**config.mk**
```make
export PLATFORM = sky130hd
export DESIGN_NAME = time_setting_string_parser
export DESIGN_NICKNAME = d
export VERILOG_FILES = /design/src/hw/rtl/tssp_pkg.sv /design/src/hw/rtl/time_setting_string_parser.sv
export SDC_FILE = /design/constraint.sdc
export NUM_CORES = 1
export LEC_CHECK = 0
export BUFFER_PORTS_ARGS = -buffer_cell sky130_fd_sc_hd__clkbuf_2
export CAP_MARGIN = 5
export CORE_MARGIN = 4
export CORE_UTILIZATION = 53
export DETAILED_ROUTE_END_ITERATION = 10
export GPL_ROUTABILITY_DRIVEN = 0
export PLACE_DENSITY_LB_ADDON = 0.2
export SYNTH_ARGS = -nofsm -noshare
export SYNTH_HDL_FRONTEND = slang
export SYNTH_SLANG_ARGS = --single-unit
```
**constraint.sdc**
```tcl
create_clock -name clk -period 4.36 [get_ports clk]
set_clock_uncertainty 0.1 [all_clocks]
set_input_delay 0.218 -clock clk [delete_from_list [all_inputs] [get_ports clk]]
set_output_delay 0.218 -clock clk [all_outputs]
set_load 0.005 [all_outputs]
```
**src/hw/rtl/tssp_pkg.sv**
```systemverilog
// Package for the time-setting string parser: codes, constants and the character filter.
`timescale 1ns / 1ps
`default_nettype none
package tssp_pkg;

  // operation codes of an input item
  localparam logic OP_BYTE    = 1'b0;
  localparam logic OP_TIMEOUT = 1'b1;

  // parse status codes
  localparam logic [1:0] STATUS_COLLECT = 2'd0;
  localparam logic [1:0] STATUS_DONE    = 2'd1;
  localparam logic [1:0] STATUS_ABANDON = 2'd2;

  // register indexes, taken from paddr[2] (byte addresses 0 and 4)
  localparam logic REG_STRING_LENGTH = 1'b0;
  localparam logic REG_MAX_TIMEOUTS  = 1'b1;

  localparam int unsigned PADDR_W = 3;

  localparam logic [5:0]  STRING_LENGTH_RST = 6'd30;
  localparam logic [7:0]  MAX_TIMEOUTS_RST  = 8'd100;

  localparam logic [7:0]  SYNC_CHAR    = 8'h24;
  localparam logic [7:0]  DIGIT_ZERO   = 8'h30;
  localparam logic [15:0] WAKEUP_MAX   = 16'hFFFF;
  localparam logic [5:0]  WAKEUP_FIRST = 6'd21;
  localparam logic [5:0]  WAKEUP_LAST  = 6'd25;
  localparam logic [2:0]  FIELD_NONE   = 3'd7;

  // characters kept after sync: 0-9 h m s w d y k u p
  function automatic logic in_accept_set(input logic [7:0] c);
    logic hit;
    hit = 1'b0;
    case (c)
      8'h30, 8'h31, 8'h32, 8'h33, 8'h34,
      8'h35, 8'h36, 8'h37, 8'h38, 8'h39,
      8'h68, 8'h6D, 8'h73, 8'h77, 8'h64,
      8'h79, 8'h6B, 8'h75, 8'h70: hit = 1'b1;
      default: hit = 1'b0;
    endcase
    return hit;
  endfunction

endpackage
`default_nettype wire

```
**src/hw/rtl/time_setting_string_parser.sv**
```systemverilog
// Time-setting string parser top level: input register, single-pass update, result register.
//
//  channel | direction | transfer when          | payload
//  in_     | in        | in_valid & !in_stall   | operation, rx_byte
//  out_    | out       | out_valid & !out_stall | echo, led, menu, status, time, date, wakeup
//  cfg     | in (APB)  | psel&penable&pwrite    | string_length @0, max_timeouts @4
//
// One item per cycle sustained unless out_ stalls.
// The parse state updates when an item leaves the input register for the result register.
// A stall on out_ holds the result register; in_stall rises only when both stages are full.
// Synchronous active-low reset clears state and loads register defaults.
`timescale 1ns / 1ps
`default_nettype none
module time_setting_string_parser (
  input  wire logic                            clk,
  input  wire logic                            rst_n,
  input  wire logic                            in_valid,
  output      logic                            in_stall,
  input  wire logic                            in_operation,
  input  wire logic [7:0]                      in_rx_byte,
  output      logic                            out_valid,
  input  wire logic                            out_stall,
  output      logic                            out_echo_valid,
  output      logic [7:0]                      out_echo_byte,
  output      logic                            out_led_on,
  output      logic                            out_show_menu,
  output      logic [1:0]                      out_status,
  output      logic [23:0]                     out_time_bcd,
  output      logic [31:0]                     out_date_bcd,
  output      logic [15:0]                     out_wakeup_seconds,
  input  wire logic                            psel,
  input  wire logic                            penable,
  input  wire logic                            pwrite,
  input  wire logic [tssp_pkg::PADDR_W-1:0]    paddr,
  input  wire logic [31:0]                     pwdata,
  output      logic [31:0]                     prdata,
  output      logic                            pready
);

  // configuration registers
  logic [5:0] string_length_r;
  logic [7:0] max_timeouts_r;
  logic       cfg_wr;

  // input stage
  logic       s1_valid_r, s1_valid_nxt;
  logic       s1_op_r;
  logic [7:0] s1_byte_r;

  // parse state
  logic        synced_r,  synced_nxt;
  logic [5:0]  count_r,   count_nxt;
  logic [1:0]  digit_r,   digit_nxt;
  logic [2:0]  field_r,   field_nxt;
  logic        led_r,     led_nxt;
  logic [7:0]  tmo_r,     tmo_nxt;
  logic [1:0]  finish_r,  finish_nxt;
  logic [23:0] time_r,    time_nxt;
  logic [31:0] date_r,    date_nxt;
  logic [15:0] wake_r,    wake_nxt;

  // result register
  logic       out_valid_r, out_valid_nxt;
  logic       echo_v_nxt, echo_v_r;
  logic [7:0] echo_b_nxt, echo_b_r;
  logic       menu_nxt,   menu_r;

  logic       adv, take, process;
  logic [7:0] v;
  logic [7:0] hi_byte;
  logic [19:0] wake_sum;
  logic [5:0]  count_inc;
  logic [7:0]  tmo_inc;

  assign pready = 1'b1;
  assign cfg_wr = psel && penable && pwrite;

  always_ff @(posedge clk) begin
    if (!rst_n) begin
      string_length_r <= tssp_pkg::STRING_LENGTH_RST;
      max_timeouts_r  <= tssp_pkg::MAX_TIMEOUTS_RST;
    end else if (cfg_wr) begin
      unique case (paddr[2])
        tssp_pkg::REG_STRING_LENGTH: string_length_r <= pwdata[5:0];
        tssp_pkg::REG_MAX_TIMEOUTS:  max_timeouts_r  <= pwdata[7:0];
        default: ;
      endcase
    end
  end

  always_comb begin
    prdata = '0;
    unique case (paddr[2])
      tssp_pkg::REG_STRING_LENGTH: prdata = {26'd0, string_length_r};
      tssp_pkg::REG_MAX_TIMEOUTS:  prdata = {24'd0, max_timeouts_r};
      default: prdata = '0;
    endcase
  end

  // handshake
  assign adv      = !out_valid_r || !out_stall;
  assign in_stall = s1_valid_r && !adv;
  assign take     = in_valid && !in_stall;
  assign process  = s1_valid_r && adv;

  always_comb begin
    if (take) begin
      s1_valid_nxt = 1'b1;
    end else if (adv) begin
      s1_valid_nxt = 1'b0;
    end else begin
      s1_valid_nxt = s1_valid_r;
    end
    if (process) begin
      out_valid_nxt = 1'b1;
    end else if (out_stall) begin
      out_valid_nxt = out_valid_r;
    end else begin
      out_valid_nxt = 1'b0;
    end
  end

  assign v         = s1_byte_r - tssp_pkg::DIGIT_ZERO;
  assign hi_byte   = {v[3:0], 4'h0};
  assign wake_sum  = {1'b0, wake_r, 3'b000} + {3'b000, wake_r, 1'b0} + {12'd0, v};
  assign count_inc = count_r + 6'd1;
  assign tmo_inc   = tmo_r + 8'd1;

  // single-pass state update for the item in the input register
  always_comb begin
    synced_nxt = synced_r;
    count_nxt  = count_r;
    digit_nxt  = digit_r;
    field_nxt  = field_r;
    led_nxt    = led_r;
    tmo_nxt    = tmo_r;
    finish_nxt = finish_r;
    time_nxt   = time_r;
    date_nxt   = date_r;
    wake_nxt   = wake_r;
    echo_v_nxt = 1'b0;
    echo_b_nxt = 8'h00;
    menu_nxt   = 1'b0;
    if (finish_r == tssp_pkg::STATUS_COLLECT) begin
      if (s1_op_r == tssp_pkg::OP_TIMEOUT) begin
        if (!synced_r) begin
          tmo_nxt = tmo_inc;
          if (tmo_inc == max_timeouts_r) begin
            finish_nxt = tssp_pkg::STATUS_ABANDON;
            led_nxt    = 1'b0;
          end else begin
            menu_nxt = 1'b1;
          end
        end
      end else if (!synced_r) begin
        if (s1_byte_r == tssp_pkg::SYNC_CHAR) begin
          synced_nxt = 1'b1;
          echo_v_nxt = 1'b1;
          echo_b_nxt = s1_byte_r;
        end
      end else if (tssp_pkg::in_accept_set(s1_byte_r)) begin
        echo_v_nxt = 1'b1;
        echo_b_nxt = s1_byte_r;
        if (field_r != tssp_pkg::FIELD_NONE) begin
          if (digit_r != 2'd2) begin
            case (field_r)
              3'd0: time_nxt[23:16] = (digit_r == 2'd0) ? hi_byte : (time_r[23:16] | v);
              3'd1: time_nxt[15:8]  = (digit_r == 2'd0) ? hi_byte : (time_r[15:8]  | v);
              3'd2: time_nxt[7:0]   = (digit_r == 2'd0) ? hi_byte : (time_r[7:0]   | v);
              3'd3: date_nxt[31:24] = (digit_r == 2'd0) ? hi_byte : (date_r[31:24] | v);
              3'd4: date_nxt[23:16] = (digit_r == 2'd0) ? hi_byte : (date_r[23:16] | v);
              3'd5: date_nxt[15:8]  = (digit_r == 2'd0) ? hi_byte : (date_r[15:8]  | v);
              3'd6: date_nxt[7:0]   = (digit_r == 2'd0) ? hi_byte : (date_r[7:0]   | v);
              default: ;
            endcase
          end
        end else if (count_r >= tssp_pkg::WAKEUP_FIRST && count_r <= tssp_pkg::WAKEUP_LAST) begin
          wake_nxt = (wake_sum[19:16] != 4'd0) ? tssp_pkg::WAKEUP_MAX : wake_sum[15:0];
        end
        // position p held as field p/3 (saturating) and digit p mod 3
        if (digit_r == 2'd2) begin
          digit_nxt = 2'd0;
          if (field_r != tssp_pkg::FIELD_NONE) begin
            field_nxt = field_r + 3'd1;
          end
        end else begin
          digit_nxt = digit_r + 2'd1;
        end
        count_nxt = count_inc;
        led_nxt   = !led_r;
        if (count_inc >= string_length_r) begin
          finish_nxt = tssp_pkg::STATUS_DONE;
          led_nxt    = 1'b0;
        end
      end
    end
  end

  always_ff @(posedge clk) begin
    if (!rst_n) begin
      s1_valid_r  <= 1'b0;
      out_valid_r <= 1'b0;
      synced_r    <= 1'b0;
      count_r     <= '0;
      digit_r     <= '0;
      field_r     <= '0;
      led_r       <= 1'b0;
      tmo_r       <= '0;
      finish_r    <= tssp_pkg::STATUS_COLLECT;
      time_r      <= '0;
      date_r      <= '0;
      wake_r      <= '0;
    end else begin
      s1_valid_r  <= s1_valid_nxt;
      out_valid_r <= out_valid_nxt;
      if (process) begin
        synced_r <= synced_nxt;
        count_r  <= count_nxt;
        digit_r  <= digit_nxt;
        field_r  <= field_nxt;
        led_r    <= led_nxt;
        tmo_r    <= tmo_nxt;
        finish_r <= finish_nxt;
        time_r   <= time_nxt;
        date_r   <= date_nxt;
        wake_r   <= wake_nxt;
      end
    end
  end

  // payload registers
  always_ff @(posedge clk) begin
    if (take) begin
      s1_op_r   <= in_operation;
      s1_byte_r <= in_rx_byte;
    end
    if (process) begin
      echo_v_r <= echo_v_nxt;
      echo_b_r <= echo_b_nxt;
      menu_r   <= menu_nxt;
    end
  end

  // fields come straight from the state registers, which move with the result register
  assign out_valid          = out_valid_r;
  assign out_echo_valid     = echo_v_r;
  assign out_echo_byte      = echo_b_r;
  assign out_show_menu      = menu_r;
  assign out_status         = finish_r;
  assign out_led_on         = (finish_r == tssp_pkg::STATUS_COLLECT) ? led_r : 1'b0;
  assign out_time_bcd       = time_r;
  assign out_date_bcd       = date_r;
  assign out_wakeup_seconds = wake_r;

  a_stall_needs_item: assert property (@(posedge clk) disable iff (!rst_n)
    in_stall |-> (s1_valid_r && out_valid_r))
    else $error("input stalled without a full pipeline");

  a_finish_sticky: assert property (@(posedge clk) disable iff (!rst_n)
    (finish_r != tssp_pkg::STATUS_COLLECT) |=> $stable(finish_r))
    else $error("finished status changed");

  a_menu_no_echo: assert property (@(posedge clk) disable iff (!rst_n)
    (out_valid_r && menu_r) |-> !echo_v_r)
    else $error("menu request together with echo");

  a_echo_nonzero: assert property (@(posedge clk) disable iff (!rst_n)
    (out_valid_r && echo_v_r) |-> (echo_b_r != 8'h00))
    else $error("echo of a byte outside the kept set");

  a_sync_before_count: assert property (@(posedge clk) disable iff (!rst_n)
    (count_r != 6'd0) |-> synced_r)
    else $error("characters counted before sync");

endmodule
`default_nettype wire
```
==> run_results.csv <==
group,metric,value,unit
power,p_sw_share,23.6,%
worst_setup_path,worstPathMaxFanout,16,
timing,hold_violations,0,
synthesis,syn_area,0.00693,mm2
drt,drt-total-wl,17300,um
placed_design,hpwlAfterDp,12300,um
global_route,grtUsageMet3,6.50,%
synthesis,synth_xor_area_share,5.18,%
timing,period_needed,3.73,ns
worst_setup_path,reg2reg_to,"out_wakeup_seconds[3]",
global_route,busiest_layer,"met2",
synthesis,synth_compound_area_share,18.6,%
clock_tree,cts_tree,"yes",
synthesis,synth_fa_ha_area_share,9.86,%
worst_setup_path,cp-start-kind,"flop",
power,powerDensity,333,mW/mm2
timing,rsz0062_at_grt,"no",
finish,drive_gt1_share,21.1,%
power,combPwrFrac,5.5,%
synthesis,synth_cell_types,68,
power,seqPwrFrac,45.5,%
floorplanning,die_w,122,um
clock_tree,htreeDepth,4,
timing,max_slew_margin,33.1,%
synthesis,synth_seq_area_share,40.3,%
drt,dr.pass1.iters,5,
synthesis,synth-edff-count,19,
clock_tree,clk_path_buf_depth,2,
global_route,grt_usage,23.8,%
global_route,grt_overflow_total,0,
timing,setup_viol,0,
drt,ant_nets,0,
flow_run,max_cap_violations,0,
global_route,grt_max_degree,46,
worst_setup_path,rr_worst_depth,12,
synthesis,synth_area_per_cell,8.98,um2
global_route,antenna_found_initial,0,
timing,fmax,0.268,GHz
timing,finalSetupTns,0,ns
clock_tree,clock-sinks,130,
drt,wl_per_cell,16.1,um
worst_hold_path,worst_hold_path_type,"in -> reg",
global_route,gr-usage-met1,31.1,%
synthesis,ys_ff_latch,130,
worst_setup_path,crit_required,4.56,ns
power,switchingPower,647,uW
power,internal_power,2090,uW
synthesis,synthCells,772,
synthesis,synth_flop_cell,"dfxtp_1",
clock_tree,path_clk_slew,0.06,ns
synthesis,ys_async_sr_fraction,0,%
global_route,grt_pass1_vias,5810,
worst_setup_path,r2r-start,"s1_byte_r[4]",
floorplanning,fp-row-count,41,
worst_setup_path,worst_ep_arrival_time,3.92,ns
finish,antennaDiodeCount,0,
worst_setup_path,crit_start,"s1_byte_r[4]",
synthesis,yosysWarnings,0,
finish,area_growth,18.5,%
timing,worst_pin_slew,0.996,ns
floorplanning,die-area,0.0150,mm2
clock_tree,cts_inserted_buffers,17,
worst_setup_path,crit_path_end_kind,"flop",
drt,remaining_drc_errors,0,
placed_design,place.port_buffers,119,
timing,finalCritPeriodShare,85.4,%
worst_setup_path,rrSetupSlack,0.63,ns
run_status,run_status,"finished, final reports clean",
clock_tree,cts_hold_buf,19,
floorplanning,initial_utilization,54.5,%
drt,first_iter_violations,452,
drt,vias_per_cell,5.52,
global_route,grt_pass1_wl,28300,um
power,p_leak,0.00355,uW
global_route,grtUsageMet2,38.8,%
timing,timing.hold.ws,0.209,ns
worst_setup_path,worstSetupPathType,"reg -> reg",
floorplanning,ios,171,
drt,num_vias,5943,
clock_tree,cts-resized-gates,0,
power,clock_power_share,49.0,%
floorplanning,coreArea,0.0127,mm2
synthesis,synth-simple-area-share,17.5,%
clock_tree,clock-root-buffer,"clkbuf_16",
floorplanning,dieHeight,122,um
clock_tree,worstSkewPairLatency,0.42,ns
finish,fin_nets,995,
clock_tree,post_cts_buffers,0,
synthesis,synth_top_family_by_area,"compound AO/OA/AOI/OAI gates",
power,ir_worst_vdd,0.258,mV
synthesis,synthMuxAreaShare,1.03,%
worst_setup_path,cp-endpoint,"out_wakeup_seconds[3]",
timing,drv_slew,0,
## stage by stage
step | instance area [um2] | setup WS [ns] | utilization [%] | std cells | power, uW
final | 8210 | 0.635 | 64.5 | 1077 | 2740
after global placement | 7460 | 0.770 | 58.7 | 1027 | 1400
after detailed placement | 7460 | 0.704 | 58.7 | 1027 | 1410
after global routing | 8210 | 0.411 | 64.5 | 1077 | 2820
after CTS | 8210 | 0.657 | 64.5 | 1077 | 2750
after floorplan | 7020 | 1.06 | - | 796 | 1370
## state kept, by name, summed over array words and instances (netlist names), 2 cells and up
name                cells
s1_byte_r               8
max_timeouts_r          8
tmo_r                   8
count_r                 6
field_r                 3
out_wakeup_seconds     16
string_length_r         6
digit_r                 2
out_echo_byte           8
out_date_bcd           32
out_status              2
out_time_bcd           24
## critical path, cell delays in order (launching register included)
cell,delay (ns)
edfxtp_1,0.47
ha_1,0.29
xnor2_1,0.28
fa_1,0.47
ha_1,0.37
o21ai_0,0.15
o21ai_0,0.15
o21ai_0,0.16
o21ai_0,0.32
xor2_1,0.15
nor4_4,0.28
buf_4,0.29
a21oi_1,0.11
## final cells by class
type	count	area, um2
Fill cell	1103	4510
Multi-Input combinational cell	570	3710
Sequential cell	130	2790
Timing Repair Buffer	142	816
Clock buffer	20	447
Tap cell	172	215
Inverter	32	120
Clock inverter	11	106
## cells in the final DEF (no fill, tap or decap), types with 21 or more instances in the layout
master | synthesis | final
nand2_1 | 56 | 56
xor2_1 | 21 | 21
dfxtp_1 | 111 | 111
o21ai_0 | 44 | 44
nor2_1 | 76 | 76
conb_1 | 2 | 26
inv_1 | 29 | 29
a21oi_1 | 85 | 85
nand3_1 | 23 | 23
clkbuf_2 | 1 | 119
ha_1 | 45 | 45
## how the worst min path moves through the flow
stage                       start                 to  slack, ns  depth (start not counted)
floorplan           in_rx_byte[0]       s1_byte_r[0]       0.22                          0
global placement    in_rx_byte[2]       s1_byte_r[2]       0.30                          1
detailed placement   in_operation            s1_op_r       0.30                          1
CTS                       penable  max_timeouts_r[0]       0.19                          5
global route              penable  max_timeouts_r[1]       0.23                          5
finish                    penable  max_timeouts_r[1]       0.21                          5
## layer usage
layer  vias up  wire length [um]
li1       2902                 -
met1      2802              7710
met2       220              8040
met3        19              1370
met4         0               186
met5         -                 0
## Yosys cell counts (all sizes together), types with 19 or more instances
cell type  instances  area, um2
ha                45        563
buf               40        304
nor2              76        285
clkbuf            24       91.3
dfxtp            111       2220
nand2             56        210
a21oi             98        539
o21ai             51        267
edfxtp            19        571
inv               32        120
xor2              21        184
xnor2             20        175
nand3             24        125
## power groups by stage
stage / Clock, uW / Combinational [uW] / Sequential [uW]
6_report: 1340 / 150 / 1250
3_5_place_dp: 0 / 135 / 1270
5_1_grt: 1410 / 167 / 1250
2_1_floorplan: 0 / 108 / 1270
4_1_cts: 1360 / 150 / 1250
3_3_place_gp: 0 / 131 / 1270
## logic make-up (layout without fill, tap and decap cells)
kind of cell,count (synthesis),count (layout)
AND/OR/NAND/NOR,240,240
AO/OA/AOI/OAI,205,205
adder cells (fa/ha/maj),51,51
multiplexers,7,7
XOR/XNOR,41,41
buffers and inverters,96,205
other,2,26
flip-flops,130,130
Power figures use the tool's default switching activity.
